--- src/hw/rtl/utf8v_pkg.sv ---
// Package for the clean-text UTF-8 validator: byte constants, field widths and the
// structs passed between the top level and the decoder core.
// No dependencies.
`timescale 1ns / 1ps

package utf8v_pkg;

  localparam int unsigned LenW   = 16;
  localparam int unsigned CountW = LenW + 1;
  localparam int unsigned CpW    = 21;

  localparam logic [LenW-1:0] MaxLengthReset = 16'd64;

  localparam logic [7:0] AsciiLimit = 8'h80;
  localparam logic [7:0] CtrlLimit  = 8'h20;
  localparam logic [7:0] DelByte    = 8'h7F;

  localparam logic [7:0] Lead2Mask = 8'hE0;
  localparam logic [7:0] Lead2Val  = 8'hC0;
  localparam logic [7:0] Lead3Mask = 8'hF0;
  localparam logic [7:0] Lead3Val  = 8'hE0;
  localparam logic [7:0] Lead4Mask = 8'hF8;
  localparam logic [7:0] Lead4Val  = 8'hF0;
  localparam logic [7:0] ContMask  = 8'hC0;
  localparam logic [7:0] ContVal   = 8'h80;

  localparam logic [CpW-1:0] Min2     = 21'h00080;
  localparam logic [CpW-1:0] Min3     = 21'h00800;
  localparam logic [CpW-1:0] Min4     = 21'h10000;
  localparam logic [CpW-1:0] MaxCp    = 21'h10FFFF;
  localparam logic [CpW-1:0] SurrLow  = 21'h0D800;
  localparam logic [CpW-1:0] SurrHigh = 21'h0DFFF;

  // Number of continuation bytes that follow a lead byte.
  localparam logic [1:0] SeqTwo   = 2'd1;
  localparam logic [1:0] SeqThree = 2'd2;
  localparam logic [1:0] SeqFour  = 2'd3;

  typedef struct packed {
    logic [7:0] data_byte;
    logic       is_last;
    logic       no_byte;
  } utf8v_item_t;

  typedef struct packed {
    logic fire;
    logic ok;
  } utf8v_verdict_t;

endpackage

--- src/hw/rtl/utf8v_if.sv ---
// Valid/ready channel interfaces for the validator's byte input and verdict output.
// Depends on nothing; the payload widths follow the field list of the block.
`timescale 1ns / 1ps

interface utf8v_in_if;
  logic       valid;
  logic       ready;
  logic [7:0] data_byte;
  logic       is_last;
  logic       no_byte;

  modport source (output valid, output data_byte, output is_last, output no_byte,
                  input ready);
  modport sink   (input valid, input data_byte, input is_last, input no_byte,
                  output ready);
endinterface

interface utf8v_out_if;
  logic valid;
  logic ready;
  logic valid_res;

  modport source (output valid, output valid_res, input ready);
  modport sink   (input valid, input valid_res, output ready);
endinterface

--- src/hw/rtl/utf8v_core.sv ---
// Decoder core of the validator: holds the per-string state and updates it by at most
// one byte per step, producing the verdict on the last item. Depends on utf8v_pkg.
`timescale 1ns / 1ps

module utf8v_core
  import utf8v_pkg::*;
(
  input  logic            clk,
  input  logic            rst_n,
  input  logic            step_en,
  input  utf8v_item_t     item,
  input  logic [LenW-1:0] max_length,
  output utf8v_verdict_t  verdict
);

  logic [1:0]        pending_r, pending_nxt;
  logic [1:0]        seq_len_r, seq_len_nxt;
  logic [CpW-1:0]    cp_r, cp_nxt;
  logic [CountW-1:0] count_r, count_nxt;
  logic              failed_r, failed_nxt;

  logic [1:0]        pend_b;
  logic [1:0]        seq_b;
  logic [CpW-1:0]    cp_b;
  logic [CountW-1:0] count_b;
  logic              failed_b;
  logic [CountW-1:0] limit;
  logic [CpW-1:0]    cp_shift;
  logic [CpW-1:0]    cp_min;
  logic [7:0]        b;

  assign b        = item.data_byte;
  assign limit    = {1'b0, max_length} + CountW'(1);
  assign cp_shift = {cp_r[CpW-7:0], b[5:0]};

  always_comb begin
    unique case (seq_len_r)
      SeqTwo:   cp_min = Min2;
      SeqThree: cp_min = Min3;
      default:  cp_min = Min4;
    endcase
  end

  // State after the byte of this item has been taken in.
  always_comb begin
    pend_b   = pending_r;
    seq_b    = seq_len_r;
    cp_b     = cp_r;
    count_b  = count_r;
    failed_b = failed_r;
    if (!item.no_byte) begin
      if (count_r < limit) begin
        count_b = count_r + CountW'(1);
      end
      if (!failed_r) begin
        if (pending_r == 2'd0) begin
          priority if (b < AsciiLimit) begin
            if (b < CtrlLimit || b == DelByte) begin
              failed_b = 1'b1;
            end
          end else if ((b & Lead2Mask) == Lead2Val) begin
            seq_b  = SeqTwo;
            pend_b = SeqTwo;
            cp_b   = CpW'(b[4:0]);
          end else if ((b & Lead3Mask) == Lead3Val) begin
            seq_b  = SeqThree;
            pend_b = SeqThree;
            cp_b   = CpW'(b[3:0]);
          end else if ((b & Lead4Mask) == Lead4Val) begin
            seq_b  = SeqFour;
            pend_b = SeqFour;
            cp_b   = CpW'(b[2:0]);
          end else begin
            failed_b = 1'b1;
          end
        end else if ((b & ContMask) != ContVal) begin
          failed_b = 1'b1;
        end else begin
          cp_b   = cp_shift;
          pend_b = pending_r - 2'd1;
          // The sequence is complete: reject overlong forms, surrogates and
          // anything beyond the last plane.
          if (pending_r == 2'd1) begin
            if (cp_shift < cp_min || cp_shift > MaxCp ||
                (cp_shift >= SurrLow && cp_shift <= SurrHigh)) begin
              failed_b = 1'b1;
            end
          end
        end
      end
    end
  end

  always_comb begin
    verdict.fire = step_en && item.is_last;
    verdict.ok   = !failed_b && pend_b == 2'd0 && count_b != '0 &&
                   count_b <= {1'b0, max_length};
    pending_nxt  = pending_r;
    seq_len_nxt  = seq_len_r;
    cp_nxt       = cp_r;
    count_nxt    = count_r;
    failed_nxt   = failed_r;
    if (step_en) begin
      if (item.is_last) begin
        pending_nxt = '0;
        seq_len_nxt = '0;
        cp_nxt      = '0;
        count_nxt   = '0;
        failed_nxt  = 1'b0;
      end else begin
        pending_nxt = pend_b;
        seq_len_nxt = seq_b;
        cp_nxt      = cp_b;
        count_nxt   = count_b;
        failed_nxt  = failed_b;
      end
    end
  end

  always_ff @(posedge clk) begin
    if (!rst_n) begin
      pending_r <= '0;
      seq_len_r <= '0;
      cp_r      <= '0;
      count_r   <= '0;
      failed_r  <= 1'b0;
    end else begin
      pending_r <= pending_nxt;
      seq_len_r <= seq_len_nxt;
      cp_r      <= cp_nxt;
      count_r   <= count_nxt;
      failed_r  <= failed_nxt;
    end
  end

  a_pending_within_seq: assert property (@(posedge clk) disable iff (!rst_n)
    pending_r <= seq_len_r)
    else $error("pending continuation count exceeds sequence length");

  a_clear_after_verdict: assert property (@(posedge clk) disable iff (!rst_n)
    verdict.fire |=> (count_r == '0 && pending_r == 2'd0 && !failed_r))
    else $error("string state not cleared after a verdict");

endmodule

--- src/hw/rtl/utf8_clean_text_validator.sv ---
// Top level of the clean-text UTF-8 validator: input register, decoder core,
// verdict register and the max_length register. Depends on utf8v_pkg, utf8v_if, utf8v_core.
//
//  Channel  Direction  Payload                        Transfer
//  in_ch    in         data_byte, is_last, no_byte    valid && ready
//  out_ch   out        valid_res                      valid && ready
//  cfg      in         cfg_wdata (max_length)         cfg_we
//
// One item is taken per cycle while the verdict register is not stalled; the last item
// of a string passes the input register and then the verdict register before its verdict
// is presented on out_ch. The string's state is five core registers updated on each step.
// A stalled verdict holds the pipeline; the input register frees as soon as the
// verdict register is empty or being taken. Reset clears all control state and
// sets max_length to 64.
`timescale 1ns / 1ps

module utf8_clean_text_validator
  import utf8v_pkg::*;
(
  input  logic            clk,
  input  logic            rst_n,
  utf8v_in_if.sink        in_ch,
  utf8v_out_if.source     out_ch,
  input  logic            cfg_we,
  input  logic [LenW-1:0] cfg_wdata
);

  logic            in_valid_r, in_valid_nxt;
  utf8v_item_t     item_r;
  logic            out_valid_r, out_valid_nxt;
  logic            out_res_r;
  logic [LenW-1:0] max_len_r;
  logic            advance;
  logic            step_en;
  logic            in_xfer;
  utf8v_verdict_t  verdict;

  assign advance      = !out_valid_r || out_ch.ready;
  assign in_ch.ready  = !in_valid_r || advance;
  assign in_xfer      = in_ch.valid && in_ch.ready;
  assign step_en      = in_valid_r && advance;

  assign out_ch.valid     = out_valid_r;
  assign out_ch.valid_res = out_res_r;

  utf8v_core u_core (
    .clk        (clk),
    .rst_n      (rst_n),
    .step_en    (step_en),
    .item       (item_r),
    .max_length (max_len_r),
    .verdict    (verdict)
  );

  always_comb begin
    in_valid_nxt = in_valid_r;
    if (in_xfer) begin
      in_valid_nxt = 1'b1;
    end else if (step_en) begin
      in_valid_nxt = 1'b0;
    end
    out_valid_nxt = out_valid_r;
    if (verdict.fire) begin
      out_valid_nxt = 1'b1;
    end else if (out_ch.ready) begin
      out_valid_nxt = 1'b0;
    end
  end

  always_ff @(posedge clk) begin
    if (!rst_n) begin
      in_valid_r  <= 1'b0;
      out_valid_r <= 1'b0;
      max_len_r   <= MaxLengthReset;
    end else begin
      in_valid_r  <= in_valid_nxt;
      out_valid_r <= out_valid_nxt;
      if (cfg_we) begin
        max_len_r <= cfg_wdata;
      end
    end
  end

  always_ff @(posedge clk) begin
    if (in_xfer) begin
      item_r.data_byte <= in_ch.data_byte;
      item_r.is_last   <= in_ch.is_last;
      item_r.no_byte   <= in_ch.no_byte;
    end
    if (verdict.fire) begin
      out_res_r <= verdict.ok;
    end
  end

  a_verdict_lands: assert property (@(posedge clk) disable iff (!rst_n)
    (step_en && item_r.is_last) |=> out_valid_r)
    else $error("verdict of a last item did not reach the output register");

  a_no_overwrite: assert property (@(posedge clk) disable iff (!rst_n)
    (out_valid_r && !out_ch.ready) |-> !step_en)
    else $error("core stepped while a verdict was stalled");

  a_reset_empty: assert property (@(posedge clk)
    !rst_n |=> (!in_valid_r && !out_valid_r))
    else $error("pipeline not empty after reset");

endmodule

--- src/flat_wrapper.sv ---
// flat-port wrapper written by rule: the top's interface ports become plain ports
module utf8_clean_text_validator_flat import utf8v_pkg::*;
  (clk, rst_n, cfg_we, cfg_wdata, in_ch_valid, in_ch_data_byte, in_ch_is_last, in_ch_no_byte, in_ch_ready, out_ch_valid, out_ch_valid_res, out_ch_ready);
  utf8v_in_if in_ch_i ();
  utf8v_out_if out_ch_i ();
  input  logic clk;
  input  logic rst_n;
  input  logic cfg_we;
  input  logic [LenW-1:0] cfg_wdata;
  input wire logic [$bits(in_ch_i.valid)-1:0] in_ch_valid;
  input wire logic [$bits(in_ch_i.data_byte)-1:0] in_ch_data_byte;
  input wire logic [$bits(in_ch_i.is_last)-1:0] in_ch_is_last;
  input wire logic [$bits(in_ch_i.no_byte)-1:0] in_ch_no_byte;
  output wire logic [$bits(in_ch_i.ready)-1:0] in_ch_ready;
  output wire logic [$bits(out_ch_i.valid)-1:0] out_ch_valid;
  output wire logic [$bits(out_ch_i.valid_res)-1:0] out_ch_valid_res;
  input wire logic [$bits(out_ch_i.ready)-1:0] out_ch_ready;
  assign in_ch_i.valid = in_ch_valid;
  assign in_ch_i.data_byte = in_ch_data_byte;
  assign in_ch_i.is_last = in_ch_is_last;
  assign in_ch_i.no_byte = in_ch_no_byte;
  assign in_ch_ready = in_ch_i.ready;
  assign out_ch_valid = out_ch_i.valid;
  assign out_ch_valid_res = out_ch_i.valid_res;
  assign out_ch_i.ready = out_ch_ready;
  utf8_clean_text_validator u_core (.clk(clk), .rst_n(rst_n), .in_ch(in_ch_i), .out_ch(out_ch_i), .cfg_we(cfg_we), .cfg_wdata(cfg_wdata));
endmodule
--- config.mk ---
export PLATFORM = sky130hd
export DESIGN_NAME = utf8_clean_text_validator_flat
export DESIGN_NICKNAME = d
export VERILOG_FILES = /design/src/hw/rtl/utf8v_pkg.sv /design/src/hw/rtl/utf8v_if.sv /design/src/hw/rtl/utf8v_core.sv /design/src/hw/rtl/utf8_clean_text_validator.sv /design/src/flat_wrapper.sv
export SDC_FILE = /design/constraint.sdc
export NUM_CORES = 1
export LEC_CHECK = 0
export ABC_CLOCK_PERIOD_IN_PS = 5500
export BUFFER_PORTS_ARGS = -buffer_cell sky130_fd_sc_hd__buf_2
export CELL_PAD_IN_SITES_DETAIL_PLACEMENT = 1
export CELL_PAD_IN_SITES_GLOBAL_PLACEMENT = 2
export CORE_AREA = 2 2 112 114
export CTS_CLUSTER_DIAMETER = 60
export DETAILED_ROUTE_END_ITERATION = 10
export DIE_AREA = 0 0 114 116
export PLACE_DENSITY_LB_ADDON = 0.15
export SLEW_MARGIN = 40
export SYNTH_ARGS = -nofsm -noshare
export SYNTH_HDL_FRONTEND = slang
export SYNTH_SLANG_ARGS = --single-unit
--- constraint.sdc ---
create_clock -name clk -period 5.5 [get_ports clk]
set_clock_uncertainty 0.05 [all_clocks]
set_input_delay 1.1 -clock clk [delete_from_list [all_inputs] [get_ports clk]]
set_output_delay 1.1 -clock clk [all_outputs]
set_load 0.02 [all_outputs]
==> results.toml <==
[setup_path]
cp_data_arrival_time_ps = 5200
startpoint_type = "flip-flop"
crit_start = "u_core.max_len_r[2]"
required_ps = 5650
r2r_start = "u_core.max_len_r[2]"
crit_end = "u_core.out_ch.valid_res"
end_kind = "flip-flop"
worstReg2RegEnd = "u_core.out_ch.valid_res"
reg2reg_depth = 23
path_class = "flip-flop to flip-flop"
path_max_fanout = 5
rrSetupSlack_ps = 450

[clocking]
ctsLongestPathBuffers = 2
holdBufCountCts = 0
cts_htree_levels = 3
cts_sinks = 66
clock_latency_ps = 350
cts_inserted_buffers = 9
clkSlewWorstSetupHoldPaths_ps = 50
ctsRootBufferMaster = "clkbuf_16"
cts_tree = "yes"

[timing]
fin_crit_sh_pct = 91.82
holdWs_ps = 416.2
fin_tns_setup_ps = 0
setup_viol = 0
max_slew.worst_pin.slew_ps = 752.0
rsz0062_at_grt = "no"
maxSlewHeadroom_pct = 49.75
clock.fmax_ghz = 0.1980
slew_violations = 0
fin_crit_ps = 5050
hold_violations = 0

[floorplan]
initial_core_util_pct = 36.86
row_count = 40
core-area_sq_mm = 0.01191
dieArea_sq_mm = 0.01322
die_w_um = 114
die_h_um = 116
io_pins = 34

[synth]
synthMostInstantiatedCell = "dfxtp_1"
synth.largest_area_cell = "dfxtp_1"
synth.avg_cell_area_sq_um = 8.626
netlist_area_sq_mm = 0.004390
synth-edff-count = 11
syn_nets = 580
synth_common_cells = "dfxtp_1 (55), nand2_1 (44), ha_1 (40)"
synth_top_area_share_pct = 25.08
yosysUniqueCellTypes = 56
postSynthCellCount = 509
synthArstFlopShare_pct = 0
ys_ff_latch = 66
ys_seq_area_share_pct = 32.60
synth.area.top_cells = "dfxtp_1 (25%), ha_1 (11%), edfxtp_1 (7.5%)"
yosys_warnings = 0
synth_flop_cell = "dfxtp_1"

[routing]
dr_total_vias = 3731
final_antenna_net_count = 0
drt-total-wl_um = 11770
via_per_inst = 5.431
drtIter0Drc = 115
wl_per_cell_um = 17.13
first_pass_iters = 4
drc = 0

[run_status]
outcome = "completed"

[placed_design]
gp_congestion = 0.8432
place_area_sq_mm = 0.004667
dp.final_hpwl_um = 9035
port_buffers = 33

[pwr]
combPwrFrac_pct = 9.5
pwr-share-seq_pct = 43.5
swShare_pct = 24.89
finalPower_w = 0.001201
p_int_w = 0.0009018
p_per_area_mw_per_mm2 = 240.8
p_switching_w = 0.0002989
vdd_ir_drop_max_mv = 0.2175
power_leakage_nw = 2.026
p_clk_share_pct = 47.0

[global_route]
grtUsageTotal_pct = 19.41
grt_pass1_vias = 3917
grt_pass1_wl_um = 19710
antenna_found_initial = 0
grt_overflow = 0
grt_max_degree = 56

[layout]
stdcell_area_sq_mm = 0.004986
drive_above_1_share_pct = 12.22
area_growth_pct = 13.57
num-fill-cells = 1441
fin_nets = 606
fin_util_pct = 41.86
insertedDiodeCount = 0

[job]
maxCapViolCount = 0

[worst_hold_path]
min_path_type = "flip-flop to flip-flop"
-- power by group through the flow --
stage	clock network, W	logic (W)	registers [W]
floorplan	0	0.0000817	0.000525
global placement	0	0.000110	0.000532
detailed placement	0	0.000113	0.000533
finish	0.000564	0.000114	0.000522
global route	0.000608	0.000130	0.000525
CTS	0.000584	0.000114	0.000522
-- worst max-delay path, stage by stage (launching register included) --
cell and delay [ps]:
dfxtp_1 400, inv_1 100, nor3_1 220, and3_1 220
nand3_1 160, nor2_1 230, nand2_1 100, xnor2_1 150
ha_1 300, and4_1 220, nand3_1 110, a2111o_1 390
o21a_1 260, and3_1 230, xor2_1 240, ha_1 300
a21o_1 160, a21o_1 180, a211oi_1 240, o21ai_0 140
a21oi_1 160, a31o_2 120, nand4_1 110, a21oi_2 120
-- final cells by class --
| cell class | instances | area (sq um) | area share [%] |
|---|---|---|---|
| inverters | 31 | 116.4 | 2.334 |
| clock buffers | 10 | 229.0 | 4.592 |
| well taps | 147 | 183.9 | 3.689 |
| flip-flops and latches | 66 | 1431 | 28.71 |
| clock inverters | 6 | 57.56 | 1.154 |
| multi-input cells | 391 | 2765 | 55.46 |
| repair buffers | 36 | 202.7 | 4.065 |
-- metal layers --
metal	share of wire, %	vias up	GRT usage, %
met5	0	-	0
met2	50	45	35.12
met4	1.8	0	5.854
li1	-	1872	-
met3	3.1	12	5.230
met1	45	1802	22.45
-- through the flow --
step                setup WS [ps]  cells
global placement            454.0    669
floorplan                   995.7    509
detailed placement          352.8    669
finish                      450.2    687
global route                2.826    687
CTS                         305.6    685
-- repair_timing --
action	4_1_cts	5_1_grt
endpoints found under the setup margin	0	1
gates resized for setup	0	1
setup buffers	0	2
-- cells by family (layout without fill, tap and decap cells) --
group                      after synthesis  after routing  share of synthesized area [%]
and+or+nand+nor                        197            197                          24.20
AOI/OAI and AO/OA                      106            106                          16.99
DFF                                     66             66                          32.60
buffers and inverters                   52             83                          4.588
adders and majority gates               40             40                          11.40
xor gates and xnor gates                30             30                          5.985
muxes                                   18             18                          4.246
-- flip-flops by register name, indices dropped and copies added, names as in the netlist --
name	count
u_core.u_core.failed_r	1
u_core.out_ch.valid_res	1
u_core.u_core.count_r	17
u_core.in_valid_r	1
u_core.out_ch.valid	1
u_core.max_len_r	16
u_core.item_r	10
u_core.u_core.seq_len_r	2
u_core.u_core.cp_r	15
u_core.u_core.pending_r	2
-- cells in the final DEF, fill, tap and decap left out, types with 5 or more instances in the layout --
| cell type | instances |
|---|---|
| nand3b_1 | 5 |
| xnor2_1 | 20 |
| dfxtp_1 | 55 |
| nand3_1 | 29 |
| mux2i_1 | 16 |
| edfxtp_1 | 11 |
| a22oi_1 | 16 |
| nand2_1 | 44 |
| nor2_1 | 22 |
| a21boi_0 | 18 |
| a21o_1 | 9 |
| o21ai_0 | 16 |
| a21oi_1 | 16 |
| clkbuf_16 | 9 |
| buf_2 | 32 |
| ha_1 | 40 |
| nor3_1 | 14 |
| xor2_1 | 10 |
| and3_1 | 7 |
| nand4_1 | 6 |
| inv_1 | 31 |
| nor2b_1 | 35 |
| and2_1 | 5 |
| nor4_1 | 5 |
-- how the worst min path moves through the flow --
stage / slack, ps / cells past startpoint / startpoint / end
after floorplan: 390 / 2 / u_core.u_core.cp_r[11] / u_core.u_core.cp_r[11]
after global placement: 410 / 2 / u_core.u_core.cp_r[11] / u_core.u_core.cp_r[11]
after detailed placement: 420 / 2 / u_core.u_core.cp_r[12] / u_core.u_core.cp_r[12]
after CTS: 420 / 2 / u_core.u_core.cp_r[12] / u_core.u_core.cp_r[12]
after global routing: 450 / 2 / u_core.u_core.cp_r[11] / u_core.u_core.cp_r[11]
final: 420 / 2 / u_core.u_core.cp_r[12] / u_core.u_core.cp_r[12]
Power figures use the tool's default switching activity.
